File: config.mk
export PLATFORM = sky130hd
export DESIGN_NAME = marked_frame_deframer
export DESIGN_NICKNAME = d
export VERILOG_FILES = /design/src/rtl/mfd_pkg.sv /design/src/rtl/marked_frame_deframer.sv /design/src/rtl/mfd_parser.sv
export VERILOG_INCLUDE_DIRS = /design/src /design/src/rtl
export SDC_FILE = /design/constraint.sdc
export NUM_CORES = 1
export LEC_CHECK = 0
export ABC_CLOCK_PERIOD_IN_PS = 3370
export BUFFER_PORTS_ARGS = -buffer_cell sky130_fd_sc_hd__buf_2
export CAP_MARGIN = 20
export CORE_MARGIN = 2
export CORE_UTILIZATION = 45
export DETAILED_ROUTE_END_ITERATION = 10
export GPL_TIMING_DRIVEN = 0
export PLACE_DENSITY = 0.66
export RECOVER_POWER = 50
export SETUP_SLACK_MARGIN = 0.02
export SKIP_LAST_GASP = 1
export SYNTH_ARGS = -nofsm -noshare
export SYNTH_HDL_FRONTEND = slang
export SYNTH_SLANG_ARGS = --single-unit
File: constraint.sdc
create_clock -name clk_i -period 3.37 [get_ports clk_i]
set_input_delay 0.674 -clock clk_i [delete_from_list [all_inputs] [get_ports clk_i]]
set_output_delay 0.674 -clock clk_i [all_outputs]
set_load 0.01 [all_outputs]
File: src/rtl/marked_frame_deframer_defines.svh
// assertion macros for the deframer rtl, used by mfd_parser
`ifndef MARKED_FRAME_DEFRAMER_DEFINES_SVH
`define MARKED_FRAME_DEFRAMER_DEFINES_SVH

// antecedent holds, consequent holds in the same cycle
`define MFD_ASSERT_IMP(lbl, ante, cons) \
  lbl: assert property (@(posedge clk_i) disable iff (!rst_ni) (ante) |-> (cons)) \
    else $error("mfd check failed");

// antecedent holds, consequent holds in the next cycle
`define MFD_ASSERT_NXT(lbl, ante, cons) \
  lbl: assert property (@(posedge clk_i) disable iff (!rst_ni) (ante) |=> (cons)) \
    else $error("mfd check failed");

`endif

File: src/rtl/mfd_pkg.sv
package mfd_pkg;

  localparam int FRAME_BYTES = 6;
  localparam int DATA_W      = 48;
  localparam int CNT_W       = (FRAME_BYTES > 1) ? $clog2(FRAME_BYTES) : 1;
  localparam int OUT_TDATA_W = 56;

  localparam logic [7:0] START_MARKER_RST = 8'h24;
  localparam logic [7:0] TYPE_M = 8'h4d;
  localparam logic [7:0] TYPE_N = 8'h4e;
  localparam logic [7:0] TYPE_T = 8'h54;
  localparam logic [7:0] TYPE_L = 8'h4c;

  typedef enum logic [2:0] {
    EV_COLLECT = 3'd0,
    EV_START   = 3'd1,
    EV_REJECT  = 3'd2,
    EV_STORED  = 3'd3,
    EV_DROPPED = 3'd4
  } event_e;

  typedef enum logic [1:0] {
    SLOT_M = 2'd0,
    SLOT_N = 2'd1,
    SLOT_T = 2'd2,
    SLOT_L = 2'd3
  } slot_e;

  typedef struct packed {
    event_e              ev;
    logic [1:0]          slot;
    logic [DATA_W-1:0]   data;
  } res_t;

  typedef struct packed {
    logic  hit;
    slot_e slot;
  } type_t;

  function automatic type_t type_of(input logic [7:0] letter);
    type_t t;
    t.hit  = 1'b1;
    t.slot = SLOT_M;
    unique case (letter)
      TYPE_M:  t.slot = SLOT_M;
      TYPE_N:  t.slot = SLOT_N;
      TYPE_T:  t.slot = SLOT_T;
      TYPE_L:  t.slot = SLOT_L;
      default: t.hit  = 1'b0;
    endcase
    return t;
  endfunction

endpackage

File: src/rtl/marked_frame_deframer.sv
// Byte-stream deframer. Each received byte is one input transfer and gives exactly one result
// transfer: while idle, the start marker opens a frame and any other byte is rejected; inside a
// frame the next six bytes are collected, and the last one closes the frame with a stored or
// dropped event. A frame is stored when its first and last bytes match and the first byte is
// one of the type letters M, N, T or L. One byte is taken every cycle while the input side
// is not stalled. The byte lands in the input register at its transfer edge and its result
// moves on into the result register once that register is free, which raises m_axis_tvalid.
// The frame state register is the only loop. A result waiting on m_axis_tready stalls the
// input side only once both registers are full. start_marker resets to '$'; the user must
// write it through cfg_we_i/cfg_wdata_i while the block is idle, which is not enforced.
module marked_frame_deframer (
  input  logic                              clk_i,
  input  logic                              rst_ni,
  input  logic                              cfg_we_i,
  input  logic [7:0]                        cfg_wdata_i,
  input  logic                              s_axis_tvalid,
  output logic                              s_axis_tready,
  input  logic [7:0]                        s_axis_tdata,   // [7:0] rx_byte
  output logic                              m_axis_tvalid,
  input  logic                              m_axis_tready,
  output logic [mfd_pkg::OUT_TDATA_W-1:0]   m_axis_tdata    // [2:0] event_res, [4:3] slot,
                                                            // [52:5] frame_data, rest zero
);

  logic [7:0]     start_marker_q;
  logic           in_vld_q;
  logic [7:0]     in_byte_q;
  logic           out_vld_q;
  mfd_pkg::res_t  out_q;
  mfd_pkg::res_t  res;
  logic           out_free;
  logic           step;

  assign out_free      = !out_vld_q || m_axis_tready;
  assign step          = in_vld_q && out_free;
  assign s_axis_tready = !in_vld_q || out_free;

  always_ff @(posedge clk_i or negedge rst_ni) begin
    if (!rst_ni) begin
      start_marker_q <= mfd_pkg::START_MARKER_RST;
    end else if (cfg_we_i) begin
      start_marker_q <= cfg_wdata_i;
    end
  end

  always_ff @(posedge clk_i or negedge rst_ni) begin
    if (!rst_ni) begin
      in_vld_q  <= 1'b0;
      out_vld_q <= 1'b0;
    end else begin
      if (s_axis_tready) begin
        in_vld_q <= s_axis_tvalid;
      end
      if (out_free) begin
        out_vld_q <= step;
      end
    end
  end

  always_ff @(posedge clk_i) begin
    if (s_axis_tvalid && s_axis_tready) begin
      in_byte_q <= s_axis_tdata;
    end
    if (step) begin
      out_q <= res;
    end
  end

  mfd_parser u_parser (
    .clk_i    (clk_i),
    .rst_ni   (rst_ni),
    .step_i   (step),
    .byte_i   (in_byte_q),
    .marker_i (start_marker_q),
    .res_o    (res)
  );

  assign m_axis_tvalid = out_vld_q;
  assign m_axis_tdata  = {3'b000, out_q.data, out_q.slot, out_q.ev};

endmodule

File: src/rtl/mfd_parser.sv
`include "marked_frame_deframer_defines.svh"

module mfd_parser (
  input  logic              clk_i,
  input  logic              rst_ni,
  input  logic              step_i,
  input  logic [7:0]        byte_i,
  input  logic [7:0]        marker_i,
  output mfd_pkg::res_t     res_o
);

  localparam logic [mfd_pkg::CNT_W-1:0] LastIdx = mfd_pkg::CNT_W'(mfd_pkg::FRAME_BYTES - 1);

  logic                         in_frame_q, in_frame_d;
  logic [mfd_pkg::CNT_W-1:0]    cnt_q, cnt_d;
  logic [7:0]                   first_q;
  logic [mfd_pkg::DATA_W-1:0]   shift_q, shift_d;
  logic [mfd_pkg::DATA_W-1:0]   slot_q [4];
  logic                         last_byte;
  mfd_pkg::type_t               ftype;
  mfd_pkg::res_t                res;

  assign last_byte = (cnt_q == LastIdx);
  assign ftype     = mfd_pkg::type_of(first_q);
  // frame bytes shift in from the bottom, older ones fall off the top
  assign shift_d   = {shift_q[mfd_pkg::DATA_W-9:0], byte_i};

  always_comb begin
    res        = '{ev: mfd_pkg::EV_COLLECT, slot: 2'd0, data: '0};
    in_frame_d = in_frame_q;
    cnt_d      = cnt_q;
    if (!in_frame_q) begin
      cnt_d = '0;
      if (byte_i == marker_i) begin
        res.ev     = mfd_pkg::EV_START;
        in_frame_d = 1'b1;
      end else begin
        res.ev = mfd_pkg::EV_REJECT;
      end
    end else if (last_byte) begin
      res.data   = shift_d;
      in_frame_d = 1'b0;
      cnt_d      = '0;
      if (ftype.hit && (first_q == byte_i)) begin
        res.ev   = mfd_pkg::EV_STORED;
        res.slot = ftype.slot;
      end else begin
        res.ev = mfd_pkg::EV_DROPPED;
      end
    end else begin
      cnt_d = cnt_q + 1'b1;
    end
  end

  assign res_o = res;

  always_ff @(posedge clk_i or negedge rst_ni) begin
    if (!rst_ni) begin
      in_frame_q <= 1'b0;
      cnt_q      <= '0;
    end else if (step_i) begin
      in_frame_q <= in_frame_d;
      cnt_q      <= cnt_d;
    end
  end

  always_ff @(posedge clk_i) begin
    if (step_i) begin
      if (!in_frame_q) begin
        shift_q <= '0;
      end else begin
        shift_q <= shift_d;
        if (cnt_q == '0) begin
          first_q <= byte_i;
        end
      end
    end
  end

  always_ff @(posedge clk_i or negedge rst_ni) begin
    if (!rst_ni) begin
      for (int i = 0; i < 4; i++) begin
        slot_q[i] <= '0;
      end
    end else if (step_i && (res.ev == mfd_pkg::EV_STORED)) begin
      slot_q[res.slot] <= res.data;
    end
  end

  `MFD_ASSERT_IMP(a_idle_cnt_zero, !in_frame_q, cnt_q == '0)
  `MFD_ASSERT_NXT(a_store_written, step_i && (res.ev == mfd_pkg::EV_STORED),
                  slot_q[$past(res.slot)] == $past(res.data))
  `MFD_ASSERT_NXT(a_hold_no_step, !step_i, $stable(in_frame_q) && $stable(cnt_q))

endmodule

### Word-level counts from Yosys, hierarchy flattened

Index checks and enable logic that the tools add are counted.

| cells by class | value |
|---|---|
| add/sub/neg operators | 1 |
| reductions and logical operators | 12 |
| muxes and demuxes | 12 |
| equality and inequality tests | 7 |

Operators with widths:

| cell | count |
|---|---|
| $mux 53 | 1 |
| $eq 8x7->1 const B | 4 |
| $eq 8x8->1 | 2 |
| $mux 3 | 4 |
| $pmux 2 s3 | 1 |
| $reduce_and 3->1 | 2 |
| $mux 1 | 4 |
| $mux 2 | 2 |
| $reduce_or 4->1 | 1 |
| $add 3x1->3 const B | 1 |
| $eq 3x3->1 const B | 1 |
| $logic_and 1x1->1 | 3 |
| $logic_not 3->1 | 1 |
| $logic_not 1->1 | 2 |
| $logic_or 1x1->1 | 2 |
| $reduce_and 2->1 | 1 |

| word-level totals | value |
|---|---|
| register bits after elaboration | 123 |
| logic and storage cells | 43 |
| bits of input ports | 21 |
| output and inout port bits | 58 |

### Depth between registers and ports, before layout

Gate-level depths: netlist of the first run.

| depth | value |
|---|---|
| word-level depth | 7 |
| gate-level depth with buffers | 5 |
| depth with buffers taken out | 4 |

### By module

From an unflattened synthesis of the first run, not the netlist that was laid out.

| second synthesis, totals | value |
|---|---|
| cell total of the unflattened synthesis | 289 |
| area total of the unflattened synthesis | 4780.8 um^2 |

By module, submodules not included:

| module | cells an instance | seq. area each (um^2) | area each (um^2) | times used |
|---|---|---|---|---|
| mfd_parser | 199 | 1541.5 | 2499.9 | 1 |
| marked_frame_deframer | 90 | 2084.5 | 2280.9 | 1 |

### Least setup slack after synthesis of the first run

No wires, ideal clock.

| timing | value |
|---|---|
| path kind | input port to flip-flop |
| start point | input port m_axis_tready |
| end point | register out_q (netlist bit m_axis_tdata[0]), enable pin |
| library setup time | 446 ps |
| path buffers | 0 |
| stages on the path | 3 |
| slack | 127 ps |
| required time | 2924 ps |
| arrival | 2797 ps |
| path through | nand2b_1 > nand2_1 > inv_1 |

| between the ends | value |
|---|---|
| cells in the longest elaborated chain, start to end | 2 |

RTL lines:

| what | RTL line | source |
|---|---|---|
| from (decl) | marked_frame_deframer.sv:20 | `input logic m_axis_tready,` |
| $logic_or 1x1->1 | marked_frame_deframer.sv:34 | `assign out_free = !out_vld_q \|\| m_axis_tready;` |
| $logic_and 1x1->1 | marked_frame_deframer.sv:35 | `assign step = in_vld_q && out_free;` |
| named net step | marked_frame_deframer.sv:32 | `logic step;` |
| to (signal assigned) | marked_frame_deframer.sv:65 | `out_q <= res;` |
| to (decl) | marked_frame_deframer.sv:29 | `mfd_pkg::res_t out_q;` |

The timed path passes the listed nets, and every way through them passes these cells.
A chain may end at the register's enable or synchronous reset.

### Worst setup path in the final report of the first run

| timing | value |
|---|---|
| start point | register out_vld_q (netlist: m_axis_tvalid) |
| end point | register u_parser.first_q[0], enable pin |

| between the ends | value |
|---|---|
| cells in the longest elaborated chain, start to end | 4 |

RTL lines:

| what | RTL line | source |
|---|---|---|
| from (decl) | marked_frame_deframer.sv:28 | `logic out_vld_q;` |
| from (signal assigned) | marked_frame_deframer.sv:55 | `out_vld_q <= step;` |
| $logic_not 1->1 | marked_frame_deframer.sv:34 |  |
| $logic_or 1x1->1 | marked_frame_deframer.sv:34 |  |
| $logic_and 1x1->1 | marked_frame_deframer.sv:35 |  |
| $reduce_and 3->1 (no source line) | -- |  |
| to (signal assigned) | mfd_parser.sv:74 | `first_q <= byte_i;` |
| to (decl) | mfd_parser.sv:16 | `logic [7:0] first_q;` |

No other way between the ends.

==> results of run 1 <==
## routing by layer
| layer | wire, µm | share of wire [%] | vias to the layer above |
|---|---|---|---|
| li1 | - | - | 1250 |
| met1 | 3470 | 44 | 1215 |
| met2 | 3810 | 48 | 92 |
| met3 | 465 | 5.9 | 15 |
| met4 | 130 | 1.7 | 0 |
| met5 | 0 | 0 | - |
## logic make-up (layout without fill, tap and decap cells)
| logic type | Yosys count | in the layout | synth area share (%) |
|---|---|---|---|
| muxes | 8 | 8 | 1.90 |
| xor gates and xnor gates | 14 | 14 | 2.58 |
| and+or+nand+nor | 122 | 122 | 16.1 |
| buffers and inverters | 18 | 126 | 1.69 |
| AOI/OAI and AO/OA | 8 | 8 | 1.29 |
| DFF | 123 | 123 | 76.3 |
| other | 1 | 3 | 0.0789 |
## cell type report
class | count | area [µm²]
buffer | 16 | 71.3
sequential | 123 | 3630
tap | 136 | 170
multi-input combinational | 155 | 1050
timing repair buffer | 76 | 407
clock inverter | 15 | 210
fill | 846 | 4320
clock buffer | 17 | 414
inverter | 2 | 10.0
## state kept, by name, indices dropped and copies added, names as in the netlist
name,flops
u_parser.in_frame_q,1
in_vld_q,1
m_axis_tvalid,1
in_byte_q,8
u_parser.first_q,8
u_parser.cnt_q,3
u_parser.shift_q,40
start_marker_q,8
m_axis_tdata,53
## cell usage in the layout (no fill, tap or decap), drive strengths merged
| master | netlist | layout |
|---|---|---|
| nor4bb | 1 | 1 |
| xnor2 | 6 | 6 |
| xor2 | 8 | 8 |
| nor4 | 3 | 3 |
| nor3b | 2 | 2 |
| edfxtp | 109 | 109 |
| a22o | 2 | 2 |
| clkdlybuf4s18 | 0 | 1 |
| and3 | 16 | 16 |
| clkinv | 0 | 4 |
| and3b | 2 | 2 |
| mux2 | 8 | 8 |
| nor2b | 2 | 2 |
| o2bb2ai | 2 | 2 |
| nor4b | 1 | 1 |
| nand4 | 2 | 2 |
| clkbuf | 12 | 31 |
| o21ai | 1 | 1 |
| nand3b | 1 | 1 |
| or4 | 1 | 1 |
| o22ai | 1 | 1 |
| nor2 | 2 | 2 |
| inv | 2 | 8 |
| dfrtp | 12 | 12 |
| or3 | 1 | 1 |
| o31ai | 2 | 2 |
| nand3 | 2 | 2 |
| conb | 1 | 3 |
| buf | 4 | 77 |
| and2 | 73 | 73 |
| nand2 | 5 | 5 |
| bufinv | 0 | 4 |
| clkinvlp | 0 | 1 |
| nor3 | 1 | 1 |
| nand2b | 7 | 7 |
| dfstp | 2 | 2 |
## power groups by stage
stage	clock network [mW]	registers, mW	logic [mW]
finish	1.90	1.85	0.264
global route	1.99	1.86	0.298
CTS	1.93	1.85	0.273
detailed placement	0	1.88	0.271
global placement	0	1.88	0.255
floorplan	0	1.89	0.142
## per-stage QoR
| stage | worst slack (ps) | cells | total power, mW |
|---|---|---|---|
| 6_report | 1270 | 540 | 4.01 |
| 5_1_grt | 1160 | 540 | 4.15 |
| 4_1_cts | 1250 | 540 | 4.05 |
| 3_5_place_dp | 869 | 508 | 2.15 |
| 3_3_place_gp | -681 | 506 | 2.14 |
| 2_1_floorplan | 127 | 296 | 2.03 |
## final timing paths
| kind | start | to | slack (ps) |
|---|---|---|---|
| setup / recovery | m_axis_tvalid$_DFFE_PN0P_ | u_parser.first_q[0]$_DFFE_PP_ | 1270 |
| hold / removal | rst_ni | start_marker_q[7]$_DFFE_PN0P_ | 230 |
| setup reg to reg | m_axis_tvalid$_DFFE_PN0P_ | u_parser.first_q[0]$_DFFE_PP_ | 1270 |
| hold reg to reg | start_marker_q[6]$_DFFE_PN0P_ | start_marker_q[6]$_DFFE_PN0P_ | 530 |
| max in group asynchronous | rst_ni | u_parser.in_frame_q$_DFFE_PN0N_ | 2640 |
| min in group clk_i | s_axis_tdata[4] | in_byte_q[4]$_DFFE_PP_ | 340 |
==> metrics.yaml, run 1 <==
outcome: "finished clean"
fin_crit_ps: 2100
finClkSkew_ps: 5.65
cts.path.max_buffers: 2
setup_violations: 0
design.die.area_um2: 11400
totalWireLength_um: 7870
drv_slew: 0
swShare_pct: 22.4
power_leakage_nw: 2.32
core_area_um2: 10300
initialDrtViolationCount: 181
postRouteAntennaNets: 0
synth.largest_area_cell: "edfxtp_1"
crit_type: "reg2reg"
htree_levels: 4
post_cts_buffers: 0
rr_worst_depth: 4
ys_warn_count: 0
drive_gt1_share_pct: 30.2
dpl.hpwl_um: 5230
max_freq_mhz: 477
vias: 2572
switchingPower_mw: 0.898
cts_resized: 0
use_met2_pct: 24.2
crit_slowest_cell: "nor4_1"
die_w_um: 107
pin_count: 79
first_pass_iters: 4
grt_max_degree: 68
worstSkewPairLatency_ps: 510
grt_pass1_wl_um: 12900
yosysUniqueCellTypes: 35
antennaDiodeCount: 0
postCtsHoldBufs: 0
cts.sinks: 123
cts_tree: "built"
cp_data_arrival_time_ps: 2320
critPathTopFamily: "simple AND/OR/NAND/NOR gates"
maxSlewHeadroom_pct: 46.0
p_seq_share_pct: 46.0
worstMarginPinSlew_ps: 810
place_area_um2: 5340
antenna_found_initial: 0
power_density_nw_per_um2: 673
synth_edf_count: 109
rows: 37
start_util_pct: 46.2
start_kind: "flip-flop"
synth_most_common_cell: "edfxtp_1"
maxCapViolCount: 0
pwr-share-comb_pct: 6.6
setup-tns-final_ps: 0
final_area_um2: 5960
root_buffer: "clkbuf_8"
yosysTopAreaCellShare_pct: 68.9
crit_fanout: 8
grt-busiest-layer: "met2"
period_share_pct: 62.2
clock_power_share_pct: 47.4
cts_buffers: 17
clk_pin_slew_ps: 60
slowest_delay_ps: 700
ys_seq_elements: 123
cp.required_ps: 3590
place_congestion: 0.723
syn_area_um2: 4750
port_buffers: 74
rsz0062_at_grt: "no"
die_h_um: 107
synthCells: 294
synth_common_cells: "edfxtp_1, and2_1, and3_1, clkbuf_1, dfrtp_1"
hold_ws_ps: 226
drc: 0
ir_drop_uv: 378
syn_avg_cell_area_um2: 16.2
p_int_mw: 3.11
grt_pass1_vias: 2605
grtUsageMet3_pct: 5.11
synthFlopType: "edfxtp_1"
layout.nets: 412
syn2layout_area_growth_pct: 25.4
grt_usage_pct: 15.3
via_per_inst: 4.76
path_cells: "nand2b_1 -> nand2_1 -> nor4_1 -> clkdlybuf4s18_2"
ys_async_sr_fraction_pct: 11.4
final_util_pct: 58.0
hp-class: "in2async"
ys_seq_area_share_pct: 76.3
hold_viol: 0
crit_cells: 4
grtUsageMet1_pct: 19.5
ys_top_cells_by_area: "edfxtp_1, and2_1, dfrtp_1"
worstPathBufferInverterCount: 1
wire_per_inst_um: 14.6
grt_overflow: 0
endpoint_kind: "flip-flop"
Note: power is estimated with default switching activity, not from simulation.
==> run 2, diff against run 1 <==
--- a/config.mk
+++ b/config.mk
@@ -6,7 +6,7 @@
 export SDC_FILE = /design/constraint.sdc
 export NUM_CORES = 1
 export LEC_CHECK = 0
-export ABC_CLOCK_PERIOD_IN_PS = 3370
+export ABC_CLOCK_PERIOD_IN_PS = 2200
 export BUFFER_PORTS_ARGS = -buffer_cell sky130_fd_sc_hd__buf_2
 export CAP_MARGIN = 20
 export CORE_MARGIN = 2
==> constraint.sdc (replaced) <==
create_clock -name clk_i -period 2.2 [get_ports clk_i]
set_input_delay 0.44 -clock clk_i [delete_from_list [all_inputs] [get_ports clk_i]]
set_output_delay 0.44 -clock clk_i [all_outputs]
set_load 0.01 [all_outputs]
==> metrics.yaml, run 2 (synthesized netlist as in run 1, its figures left out) <==
final_common_cell: "edfxtp_1"
final_cell_mix: "edfxtp_1, buf_2, and2_0"
hp-class: "in2reg"
antenna_found_initial: 0
fin_crit_ps: 1870
switchingPower_mw: 1.38
start_util_pct: 46.2
pre_cts_slack_ps: 159
via_per_inst: 4.75
largest_register_ffs: 53
cts.sinks: 123
final_cells: 542
wire_per_inst_um: 14.8
grt_usage_pct: 15.4
first_pass_iters: 4
port_buffers: 74
maxCapViolCount: 0
grt_pass1_wl_um: 12900
clk_pin_slew_ps: 60
die_w_um: 107
swShare_pct: 22.9
rr_startpoint: "m_axis_tvalid$_DFFE_PN0P_"
place_congestion: 0.714
p_seq_share_pct: 46.8
max_freq_mhz: 535
cts_resized: 0
period_share_pct: 84.9
pin_count: 79
worstMarginPinSlew_ps: 817
initialDrtViolationCount: 125
maxSlewHeadroom_pct: 45.6
crit_fanout: 8
antennaDiodeCount: 0
cts_tree: "built"
ir_drop_uv: 426
p_int_mw: 4.65
hold_end: "in_byte_q[4]$_DFFE_PP_"
finClkSkew_ps: 16.4
drive_gt1_share_pct: 24.4
grt_pass1_vias: 2548
placed_cells: 509
core_area_um2: 10300
post_cts_buffers: 0
rows: 37
syn2layout_area_growth_pct: 25.0
hold_viol: 0
outcome: "finished clean"
setup_violations: 0
power_leakage_nw: 2.25
grt_max_degree: 44
drc: 0
postLayoutSetupSlackWorst_ps: 332
htree_levels: 4
totalWireLength_um: 8040
root_buffer: "clkbuf_8"
drv_slew: 0
nFillCells: 844
rrSetupSlack_ps: 330
rr_worst_depth: 4
worstSkewPairLatency_ps: 510
hold_path_startpoint: "s_axis_tdata[4]"
cts.path.max_buffers: 2
pwr-share-comb_pct: 6.8
cp.required_ps: 2420
power_density_nw_per_um2: 1010
crit_type: "reg2reg"
postRouteAntennaNets: 0
dpl.hpwl_um: 5330
layout.nets: 414
die_h_um: 107
clock_power_share_pct: 46.4
endpoint_kind: "flip-flop"
rr_endpoint: "u_parser.first_q[2]$_DFFE_PP_"
cp_data_arrival_time_ps: 2090
cts_buffers: 17
grt_overflow: 0
design.die.area_um2: 11400
worstHoldPathCells: 1
rsz0062_at_grt: "no"
vias: 2575
start_kind: "flip-flop"
## run 2: cell count changes in the layout (fill, tap and decap cells not counted), sizes merged
cell | previous run | this run
buf | 77 | 54
clkbuf | 31 | 56
dlygate4sd3 | 0 | 1
bufinv | 4 | 3
clkinv | 4 | 6
clkinvlp | 1 | 3
clkdlybuf4s18 | 1 | 0
inv | 8 | 5
## run 2: worst max-delay path by stage
stage	startpoint	endpoint	slack, ps	cells past startpoint
after CTS	m_axis_tvalid$_DFFE_PN0P_	u_parser.first_q[2]$_DFFE_PP_	300	4
after detailed placement	m_axis_tready	u_parser.first_q[4]$_DFFE_PP_	160	5
after global placement	m_axis_tready	m_axis_tdata[13]$_SDFFCE_PN0N_	-890	4
after floorplan	m_axis_tready	m_axis_tdata[0]$_DFFE_PN_	-230	3
final	m_axis_tvalid$_DFFE_PN0P_	u_parser.first_q[2]$_DFFE_PP_	330	4
after global routing	u_parser.cnt_q[2]$_DFFE_PN0N_	m_axis_tdata[19]$_SDFFCE_PN0N_	190	4
## run 2: repair_timing
item | in CTS | in global routing
hold endpoints to repair | 12 | 0
setup endpoints to repair | 0 | 0
hold buffers | 1 | 0
## run 2: cell type report
type	instances	area (µm²)	share of cell area, %
Sequential cell	123	3630	61.0
Clock inverter	15	189	3.18
Buffer	16	72.6	1.22
Tap cell	136	170	2.86
Timing Repair Buffer	78	392	6.59
Inverter	2	11.3	0.190
Multi-Input combinational cell	155	1070	17.9
Clock buffer	17	414	6.97
## run 2: routing by layer
layer / vias to the layer above / global-route usage, % / wire length (µm)
li1: 1259 / - / -
met1: 1226 / 18.9 / 3460
met2: 86 / 24.6 / 4030
met3: 4 / 5.84 / 496
met4: 0 / 6.22 / 55
met5: - / 0 / 0
## run 2: critical path, stage by stage (launching register included)
cell and delay (ps):
dfrtp_1 410, nand2b_4 110, nand2_4 90, nor4_1 670, buf_2 300
## run 2: through the flow
step	util (%)	power [mW]	cell area [µm²]	setup TNS [ps]	hold slack [ps]
final	57.8	6.03	5940	0	99.8
after global routing	57.8	6.23	5940	0	71.2
after CTS	58.1	6.08	5980	0	78.1
after detailed placement	52.2	3.30	5360	0	368
after global placement	51.7	3.28	5320	-83390	356
after floorplan	-	3.12	4780	-21730	144
## run 2: power by group through the flow
stage / sequential (mW) / combinational (mW) / clock, mW
6_report: 2.82 / 0.411 / 2.79
5_1_grt: 2.84 / 0.462 / 2.93
4_1_cts: 2.83 / 0.433 / 2.82
3_5_place_dp: 2.87 / 0.428 / 0
3_3_place_gp: 2.88 / 0.398 / 0
2_1_floorplan: 2.90 / 0.222 / 0
